**src/hw/rtl/nth_pkg.sv**
```systemverilog
// ----------------------------------------------------------------------------
// nth_pkg: shared types and constants for the nearest target heading block
// Beat structs for both channels, the offset carried between front and back,
// and the CORDIC arctangent table.
// ----------------------------------------------------------------------------
package nth_pkg;

  typedef struct packed {
    logic signed [15:0] self_x;
    logic signed [15:0] self_y;
    logic signed [15:0] neighbor_x;
    logic signed [15:0] neighbor_y;
    logic               last_neighbor;
  } in_item_t;

  typedef struct packed {
    logic signed [15:0] heading;
    logic               coincident;
  } out_item_t;

  // Offset of the nearest neighbour, Q13.4.
  typedef struct packed {
    logic signed [16:0] dx;
    logic signed [16:0] dy;
  } offset_t;

  localparam int unsigned QueueDepth = 4;
  localparam int unsigned QueuePtrW  = 2;
  localparam int unsigned QueueCntW  = 3;

  // CORDIC vector width (offset shifted left by 8, plus gain headroom) and
  // angle accumulator width (radians, 20 fraction bits).
  localparam int unsigned XW = 28;
  localparam int unsigned ZW = 25;

  localparam logic signed [ZW-1:0] AnglePi      = 25'sd3294199;
  localparam logic signed [15:0]   HeadingLimit = 16'sd25736;

  // atan(2^-i) at 20 fraction bits, rounded to nearest.
  function automatic logic signed [ZW-1:0] atan_entry(input logic [4:0] idx);
    logic signed [ZW-1:0] val;
    unique case (idx)
      5'd0:    val = 25'sd823550;
      5'd1:    val = 25'sd486170;
      5'd2:    val = 25'sd256879;
      5'd3:    val = 25'sd130396;
      5'd4:    val = 25'sd65451;
      5'd5:    val = 25'sd32757;
      5'd6:    val = 25'sd16383;
      5'd7:    val = 25'sd8192;
      5'd8:    val = 25'sd4096;
      5'd9:    val = 25'sd2048;
      5'd10:   val = 25'sd1024;
      5'd11:   val = 25'sd512;
      5'd12:   val = 25'sd256;
      5'd13:   val = 25'sd128;
      5'd14:   val = 25'sd64;
      5'd15:   val = 25'sd32;
      5'd16:   val = 25'sd16;
      5'd17:   val = 25'sd8;
      5'd18:   val = 25'sd4;
      5'd19:   val = 25'sd2;
      default: val = '0;
    endcase
    return val;
  endfunction

endpackage

```
**src/hw/rtl/nth_front.sv**
```systemverilog
// ----------------------------------------------------------------------------
// nth_front: nearest neighbour search
// Three-stage pipeline: offset, squares, then compare against the best so
// far. The chosen offset of each run is pushed into the queue on its last beat.
// ----------------------------------------------------------------------------
module nth_front (
  input  logic              clk_i,
  input  logic              rst_ni,
  input  logic              in_valid_i,
  output logic              in_stall_o,
  input  nth_pkg::in_item_t in_data_i,
  input  logic              q_full_i,
  output logic              push_o,
  output nth_pkg::offset_t  push_data_o
);

  logic advance;

  logic signed [16:0] dx_in, dy_in;

  logic               s1_valid_q, s1_valid_d;
  logic signed [16:0] s1_dx_q, s1_dy_q;
  logic               s1_last_q;

  logic [16:0]        ax, ay;
  logic [31:0]        sqx, sqy;
  logic               s2_valid_q, s2_valid_d;
  logic [31:0]        s2_sqx_q, s2_sqy_q;
  logic signed [16:0] s2_dx_q, s2_dy_q;
  logic               s2_last_q;

  logic [32:0]        sum_sq;
  logic               take;
  logic               holding_q, holding_d;
  logic [32:0]        best_dist_q, best_dist_d;
  nth_pkg::offset_t   best_q, best_d;

  // The whole pipeline holds while the queue is full.
  assign advance    = !q_full_i;
  assign in_stall_o = q_full_i;

  assign dx_in = {in_data_i.neighbor_x[15], in_data_i.neighbor_x}
               - {in_data_i.self_x[15], in_data_i.self_x};
  assign dy_in = {in_data_i.neighbor_y[15], in_data_i.neighbor_y}
               - {in_data_i.self_y[15], in_data_i.self_y};

  assign s1_valid_d = in_valid_i;

  assign ax  = s1_dx_q[16] ? 17'(-s1_dx_q) : 17'(s1_dx_q);
  assign ay  = s1_dy_q[16] ? 17'(-s1_dy_q) : 17'(s1_dy_q);
  assign sqx = ax[15:0] * ax[15:0];
  assign sqy = ay[15:0] * ay[15:0];
  assign s2_valid_d = s1_valid_q;

  assign sum_sq = {1'b0, s2_sqx_q} + {1'b0, s2_sqy_q};
  // Strict compare keeps the earlier neighbour on a tie.
  assign take = !holding_q || (sum_sq < best_dist_q);

  always_comb begin
    best_dist_d = best_dist_q;
    best_d      = best_q;
    holding_d   = holding_q;
    if (s2_valid_q) begin
      if (take) begin
        best_dist_d = sum_sq;
        best_d.dx   = s2_dx_q;
        best_d.dy   = s2_dy_q;
      end
      holding_d = !s2_last_q;
    end
  end

  assign push_o      = advance && s2_valid_q && s2_last_q;
  assign push_data_o = best_d;

  always_ff @(posedge clk_i or negedge rst_ni) begin
    if (!rst_ni) begin
      s1_valid_q <= 1'b0;
      s2_valid_q <= 1'b0;
      holding_q  <= 1'b0;
    end else if (advance) begin
      s1_valid_q <= s1_valid_d;
      s2_valid_q <= s2_valid_d;
      holding_q  <= holding_d;
    end
  end

  always_ff @(posedge clk_i) begin
    if (advance) begin
      s1_dx_q     <= dx_in;
      s1_dy_q     <= dy_in;
      s1_last_q   <= in_data_i.last_neighbor;
      s2_sqx_q    <= sqx;
      s2_sqy_q    <= sqy;
      s2_dx_q     <= s1_dx_q;
      s2_dy_q     <= s1_dy_q;
      s2_last_q   <= s1_last_q;
      best_dist_q <= best_dist_d;
      best_q      <= best_d;
    end
  end

endmodule

```
**src/hw/rtl/nth_queue.sv**
```systemverilog
// ----------------------------------------------------------------------------
// nth_queue: offset queue between search and heading unit
// Small circular buffer that lets the front and the back stall independently.
// ----------------------------------------------------------------------------
module nth_queue (
  input  logic             clk_i,
  input  logic             rst_ni,
  input  logic             push_i,
  input  nth_pkg::offset_t push_data_i,
  output logic             full_o,
  output logic             pop_valid_o,
  input  logic             pop_i,
  output nth_pkg::offset_t pop_data_o
);

  nth_pkg::offset_t                  mem_q [nth_pkg::QueueDepth];
  logic [nth_pkg::QueuePtrW-1:0]     wr_ptr_q, rd_ptr_q;
  logic [nth_pkg::QueueCntW-1:0]     count_q, count_d;
  logic                              do_push, do_pop;

  assign full_o      = (count_q == nth_pkg::QueueCntW'(nth_pkg::QueueDepth));
  assign pop_valid_o = (count_q != '0);
  assign pop_data_o  = mem_q[rd_ptr_q];

  assign do_push = push_i && !full_o;
  assign do_pop  = pop_i && pop_valid_o;

  always_comb begin
    count_d = count_q;
    if (do_push && !do_pop) begin
      count_d = count_q + 1'b1;
    end else if (do_pop && !do_push) begin
      count_d = count_q - 1'b1;
    end
  end

  always_ff @(posedge clk_i or negedge rst_ni) begin
    if (!rst_ni) begin
      wr_ptr_q <= '0;
      rd_ptr_q <= '0;
      count_q  <= '0;
    end else begin
      if (do_push) begin
        wr_ptr_q <= wr_ptr_q + 1'b1;
      end
      if (do_pop) begin
        rd_ptr_q <= rd_ptr_q + 1'b1;
      end
      count_q <= count_d;
    end
  end

  always_ff @(posedge clk_i) begin
    if (do_push) begin
      mem_q[wr_ptr_q] <= push_data_i;
    end
  end

endmodule

```
**src/hw/rtl/nth_back.sv**
```systemverilog
// ----------------------------------------------------------------------------
// nth_back: iterative CORDIC atan2 heading unit
// One rotation step per cycle, then rounding, clamping and an output register.
// ----------------------------------------------------------------------------
module nth_back #(
  parameter int unsigned CORDIC_STEPS = 14
) (
  input  logic               clk_i,
  input  logic               rst_ni,
  input  logic               q_valid_i,
  output logic               q_pop_o,
  input  nth_pkg::offset_t   q_data_i,
  output logic               out_valid_o,
  input  logic               out_stall_i,
  output nth_pkg::out_item_t out_data_o
);

  localparam int unsigned CntW = (CORDIC_STEPS > 1) ? $clog2(CORDIC_STEPS) : 1;
  localparam int unsigned XW   = nth_pkg::XW;
  localparam int unsigned ZW   = nth_pkg::ZW;

  localparam logic [1:0] StIdle = 2'd0;
  localparam logic [1:0] StRun  = 2'd1;
  localparam logic [1:0] StDone = 2'd2;

  logic [1:0]           state_q, state_d;
  logic [CntW-1:0]      cnt_q, cnt_d;
  logic signed [XW-1:0] x_q, x_d, y_q, y_d;
  logic signed [ZW-1:0] z_q, z_d;
  logic                 coin_q, coin_d;
  logic                 out_valid_q, out_valid_d;
  nth_pkg::out_item_t   out_data_q, out_data_d;

  logic signed [XW-1:0] x0, y0, xs, ys;
  logic signed [ZW-1:0] ang;
  logic signed [ZW:0]   zr_sum, zr;
  logic signed [15:0]   head;
  logic                 slot_free, load_out;

  assign x0 = {{(XW-25){q_data_i.dx[16]}}, q_data_i.dx, 8'b0};
  assign y0 = {{(XW-25){q_data_i.dy[16]}}, q_data_i.dy, 8'b0};

  assign xs  = x_q >>> cnt_q;
  assign ys  = y_q >>> cnt_q;
  assign ang = nth_pkg::atan_entry(5'(cnt_q));

  // Round half up to Q3.13, then clamp.
  assign zr_sum = {z_q[ZW-1], z_q} + (ZW+1)'(64);
  assign zr     = zr_sum >>> 7;
  always_comb begin
    if (zr > (ZW+1)'(nth_pkg::HeadingLimit)) begin
      head = nth_pkg::HeadingLimit;
    end else if (zr < -(ZW+1)'(nth_pkg::HeadingLimit)) begin
      head = -nth_pkg::HeadingLimit;
    end else begin
      head = 16'(zr);
    end
  end

  assign slot_free = !out_valid_q || !out_stall_i;
  assign load_out  = (state_q == StDone) && slot_free;
  assign q_pop_o   = (state_q == StIdle) && q_valid_i;

  always_comb begin
    state_d     = state_q;
    cnt_d       = cnt_q;
    x_d         = x_q;
    y_d         = y_q;
    z_d         = z_q;
    coin_d      = coin_q;
    out_data_d  = out_data_q;
    out_valid_d = out_valid_q && out_stall_i;
    unique case (state_q)
      StIdle: begin
        if (q_valid_i) begin
          cnt_d  = '0;
          coin_d = (q_data_i.dx == '0) && (q_data_i.dy == '0);
          if (q_data_i.dx[16]) begin
            x_d = -x0;
            y_d = -y0;
            z_d = q_data_i.dy[16] ? -nth_pkg::AnglePi : nth_pkg::AnglePi;
          end else begin
            x_d = x0;
            y_d = y0;
            z_d = '0;
          end
          state_d = StRun;
        end
      end
      StRun: begin
        if (!y_q[XW-1]) begin
          x_d = x_q + ys;
          y_d = y_q - xs;
          z_d = z_q + ang;
        end else begin
          x_d = x_q - ys;
          y_d = y_q + xs;
          z_d = z_q - ang;
        end
        cnt_d = cnt_q + 1'b1;
        if (cnt_q == CntW'(CORDIC_STEPS - 1)) begin
          state_d = StDone;
        end
      end
      StDone: begin
        if (slot_free) begin
          out_data_d.heading    = coin_q ? '0 : head;
          out_data_d.coincident = coin_q;
          out_valid_d           = 1'b1;
          state_d               = StIdle;
        end
      end
      default: begin
        state_d = StIdle;
      end
    endcase
  end

  always_ff @(posedge clk_i or negedge rst_ni) begin
    if (!rst_ni) begin
      state_q     <= StIdle;
      out_valid_q <= 1'b0;
    end else begin
      state_q     <= state_d;
      out_valid_q <= out_valid_d;
    end
  end

  always_ff @(posedge clk_i) begin
    cnt_q  <= cnt_d;
    x_q    <= x_d;
    y_q    <= y_d;
    z_q    <= z_d;
    coin_q <= coin_d;
    if (load_out) begin
      out_data_q <= out_data_d;
    end
  end

  assign out_valid_o = out_valid_q;
  assign out_data_o  = out_data_q;

endmodule

```
**src/hw/rtl/nearest_target_heading.sv**
```systemverilog
// ----------------------------------------------------------------------------
// nearest_target_heading: heading toward the nearest neighbour of each run
// Finds the nearest neighbour by squared distance and reports the atan2
// heading toward it as a Q3.13 angle in radians.
// ----------------------------------------------------------------------------
//
//   Channel  Direction  Beat contents                       Handshake
//   in       input      own and neighbour position, last    in_valid_i / in_stall_o
//   out      output     heading, coincident flag            out_valid_o / out_stall_i
//
// The search front takes one beat every cycle while the queue has room; its
// three-stage pipeline (offset, squares, compare) places the chosen offset
// of a run in a four-entry queue once the run's last beat reaches compare.
// The heading unit is an iterative CORDIC: it loads an offset, runs CORDIC_STEPS
// rotation steps, then rounds and clamps, and only then pops the next offset.
// Reset is asynchronous and active low; it empties the pipeline and queue
// and forgets any partial run. No clearing pass is needed.
// in_stall_o is high only while the queue is full, which happens when runs
// end faster than the heading unit produces results or out_stall_i holds the
// output register; the front then freezes as a whole.
//
module nearest_target_heading #(
  parameter int unsigned CORDIC_STEPS = 14
) (
  input  logic               clk_i,
  input  logic               rst_ni,
  input  logic               in_valid_i,
  output logic               in_stall_o,
  input  nth_pkg::in_item_t  in_data_i,
  output logic               out_valid_o,
  input  logic               out_stall_i,
  output nth_pkg::out_item_t out_data_o
);

  // Front to queue.
  logic             push;
  nth_pkg::offset_t push_data;
  logic             q_full;

  // Queue to back.
  logic             q_valid;
  logic             q_pop;
  nth_pkg::offset_t q_data;

  // The front compares squared distances, so no root is taken; on a tie the
  // earlier neighbour stays.
  nth_front u_front (
    .clk_i       (clk_i),
    .rst_ni      (rst_ni),
    .in_valid_i  (in_valid_i),
    .in_stall_o  (in_stall_o),
    .in_data_i   (in_data_i),
    .q_full_i    (q_full),
    .push_o      (push),
    .push_data_o (push_data)
  );

  // The queue decouples the search, which takes one beat per cycle while the queue
  // has room, from the slower heading computation.
  nth_queue u_queue (
    .clk_i       (clk_i),
    .rst_ni      (rst_ni),
    .push_i      (push),
    .push_data_i (push_data),
    .full_o      (q_full),
    .pop_valid_o (q_valid),
    .pop_i       (q_pop),
    .pop_data_o  (q_data)
  );

  // A negative x offset is folded into the right half-plane with a start
  // angle of plus or minus pi, so the full atan2 range is covered. A
  // neighbour on the own position gives heading zero with the flag set.
  nth_back #(
    .CORDIC_STEPS (CORDIC_STEPS)
  ) u_back (
    .clk_i       (clk_i),
    .rst_ni      (rst_ni),
    .q_valid_i   (q_valid),
    .q_pop_o     (q_pop),
    .q_data_i    (q_data),
    .out_valid_o (out_valid_o),
    .out_stall_i (out_stall_i),
    .out_data_o  (out_data_o)
  );

endmodule

```
**config.mk**
```make
export PLATFORM = sky130hd
export DESIGN_NAME = nearest_target_heading
export DESIGN_NICKNAME = d
export VERILOG_FILES = /design/src/hw/rtl/nth_pkg.sv /design/src/hw/rtl/nth_front.sv /design/src/hw/rtl/nth_queue.sv /design/src/hw/rtl/nth_back.sv /design/src/hw/rtl/nearest_target_heading.sv
export SDC_FILE = /design/constraint.sdc
export NUM_CORES = 2
export LEC_CHECK = 0
export BUFFER_PORTS_ARGS = -buffer_cell sky130_fd_sc_hd__buf_2
export CORE_MARGIN = 2
export CORE_UTILIZATION = 55
export CTS_CLUSTER_SIZE = 16
export DETAILED_ROUTE_END_ITERATION = 6
export PLACE_DENSITY = 0.71
export SLEW_MARGIN = 0
export SYNTH_ARGS = -nofsm -noshare
export SYNTH_HDL_FRONTEND = slang
export SYNTH_SLANG_ARGS = --single-unit
```
**constraint.sdc**
```tcl
create_clock -name clk_i -period 14 [get_ports clk_i]
set_input_delay 1.4 -clock clk_i [delete_from_list [all_inputs] [get_ports clk_i]]
set_output_delay 1.4 -clock clk_i [all_outputs]
set_load 0.01 [all_outputs]
```
==> results.yml <==
run_status:
  status: "completed"
floorplanning:
  std_cell_rows: 104
  coreArea_mm2: 0.08068
  start_util: 0.5574
  chipHeight_um: 289.9
  die_w_um: 289.9
  io_pins: 88
  die-area_mm2: 0.08406
timing:
  final.setup_skew_ps: 64.78
  finalCriticalPeriod_ps: 9834
  worstMarginPinSlew_ps: 1252
  rsz0062_at_grt: "false"
  min_period_over_period: 0.7024
  drv_slew: 0
  setup_viol: 0
  setup_tns_ps: 0
  layout_setup_ws_ps: 4166
  finalHoldViolations: 0
  max_freq_mhz: 101.7
  max-slew-margin-rel: 0.1597
global_routing:
  grt_first_pass_wirelength_mm: 166.0
  overflow: 0
  grt_pass1_vias: 32610
  antenna_found_initial: 0
  grt_max_degree: 78
  grt_use_total: 0.2403
worst_setup_path:
  r2r_setup_slack_ps: 4170
  worstSetupPathType: "register to register"
  r2r_start: "u_front.s1_dx_q[0]"
  path_max_fanout: 17
  rr_endpoint: "u_front.s2_sqx_q[31]"
  crit_arrival_ps: 10170
  r2r_cells: 25
  crit_path_end_kind: "register"
  cp.required_ps: 14330
  cp-start-kind: "register"
  endpoint: "u_front.s2_sqx_q[31]"
  critPathLaunch: "u_front.s1_dx_q[0]"
clocking:
  cts-htree-levels: 2
  ctsResizeCount: 0
  cts.sinks: 469
  tritoncts: "done"
  clkTransAtPathRegs_ps: 60
  cts_buffer_depth: 3
  clk_latency_ps: 650
  cts_buffers: 53
  hold_buffers: 0
  postCtsSetupBuffers: 0
  clock-root-buffer: "clkbuf_16"
final_layout:
  diodes: 0
  final_nets: 5271
  stdcell_count: 5583
  multi_input_area_mm2: 0.02809
  fillers: 6707
  register_area_mm2: 0.01382
  final_layout_size_suffix_gt1_frac: 0.08954
  area_delta_synth_final_pct: 7.719
drt:
  wl_per_cell_um: 17.97
  wl_mm: 100.3
  first_iter_violations: 2407
  first_pass_iters: 6
  ant_nets: 0
  via_count: 32540
  routed_via_density: 5.829
  drcViolationCount: 0
synth:
  async_reset_ff_frac: 0.02772
  synthTopCellsByCount: "inv_1 (648), edfxtp_1 (436), nand2_1 (391)"
  yosysWarnings: 0
  syn_area_per_cell_um2: 10.17
  synth_area_mm2: 0.04497
  synth_cell_types: 97
  ys_seq_area_frac: 0.3073
  ys_seq_elements: 469
  synth_edf_count: 436
  yosys.area.top_type: "edfxtp_1"
  synth_most_common_cell: "inv_1"
  netlist_instances: 4422
  synth_ff_type: "edfxtp_1"
  syn_nets: 5215
  synth.area.top_cells: "edfxtp_1 (29%), fa_1 (15%), ha_1 (11%)"
  synth_top_area_frac: 0.2912
placed_design:
  io_buffers: 87
  pre_cts_ws_ps: 4421
  routabilityCongestion: 0.9216
  dp_hpwl_mm: 76.08
  dp.cells: 5483
job:
  cap_violations: 0
worst_hold_path:
  hold_class: "register to register"
-- cell usage in the layout, fill, tap and decap left out, types with 65 or more instances in the layout --
master and instances:
inv_1 647, nor3_1 71, fa_1 336, xnor2_1 192, a21oi_1 209, a21o_1 81, nor2_1 342, nand2_1 390
mux4_2 81, ha_1 388, buf_2 87, nand3_1 65, xor2_1 119, o21ai_0 180, edfxtp_1 436
-- kinds of logic (layout without fill, tap and decap cells) --
group,after synthesis,count (layout),share of synthesized area
AOI/OAI and AO/OA,782,782,0.1113
xor gates and xnor gates,312,312,0.06077
adders and majority gates,724,724,0.2575
buffers and inverters,788,889,0.06878
DFF,469,469,0.3073
muxes,225,225,0.07966
and+or+nand+nor,1122,1122,0.1147
-- stage by stage --
| stage | util | area [µm²] | hold slack, ps |
|---|---|---|---|
| 3_5_place_dp | 0.5759 | 46460 | 411.6 |
| 2_1_floorplan | - | 44970 | 400.3 |
| 6_report | 0.6004 | 48440 | 424.5 |
| 3_3_place_gp | 0.5759 | 46460 | 412.8 |
| 4_1_cts | 0.6004 | 48440 | 426.0 |
| 5_1_grt | 0.6004 | 48440 | 438.9 |
-- sequential cells by signal (all words and copies together) (netlist names), 20 cells and up --
signal / count
u_back.y_q: 28
u_front.s2_sqx_q: 30
u_back.ang: 20
u_front.best_q: 34
u_front.s2_sqy_q: 30
u_queue.mem_q: 136
u_back.z_q: 25
u_front.best_dist_q: 33
u_back.x_q: 28
-- worst max-delay path, stage by stage, from the launching register on --
cell	delay, ps
edfxtp_1	500
inv_1	520
ha_1	290
or4b_2	620
o41ai_2	410
xor2_1	750
clkinv_1	560
nand2_1	290
fa_1	460
fa_1	510
inv_1	60
fa_1	530
fa_1	450
fa_1	550
inv_1	60
fa_1	550
inv_1	60
ha_1	320
o2111ai_1	170
or2_2	330
o22a_1	220
o21ai_0	310
o211ai_1	200
o21ai_0	510
and4_1	280
nor3_1	60
-- cell type report --
type	count	share of cell area
Inverter	662	0.05132
Sequential cell	469	0.2853
Tap cell	1060	0.02738
Timing Repair Buffer	127	0.01519
Clock inverter	42	0.01307
Multi-Input combinational cell	3165	0.5800
Clock buffer	58	0.02777
-- worst min path at each step --
| stage | startpoint | endpoint | cells after the start |
|---|---|---|---|
| floorplan | u_front.s1_last_q | u_front.s2_last_q | 0 |
| global placement | u_front.s1_last_q | u_front.s2_last_q | 0 |
| detailed placement | u_front.s1_last_q | u_front.s2_last_q | 0 |
| CTS | u_front.s1_last_q | u_front.s2_last_q | 0 |
| global route | u_front.s1_last_q | u_front.s2_last_q | 0 |
| finish | u_front.s1_last_q | u_front.s2_last_q | 0 |
-- layer usage --
layer / part of all wire / vias up / track usage
met3: 0.050 / 175 / 0.02574
met4: 0.025 / 0 / 0.06352
met5: 0 / - / 0
met1: 0.42 / 15980 / 0.3156
li1: - / 15490 / -
met2: 0.50 / 900 / 0.4245
Power is not shown: default switching activity piles up to over one toggle a cycle in this logic, so the estimate is an artifact.
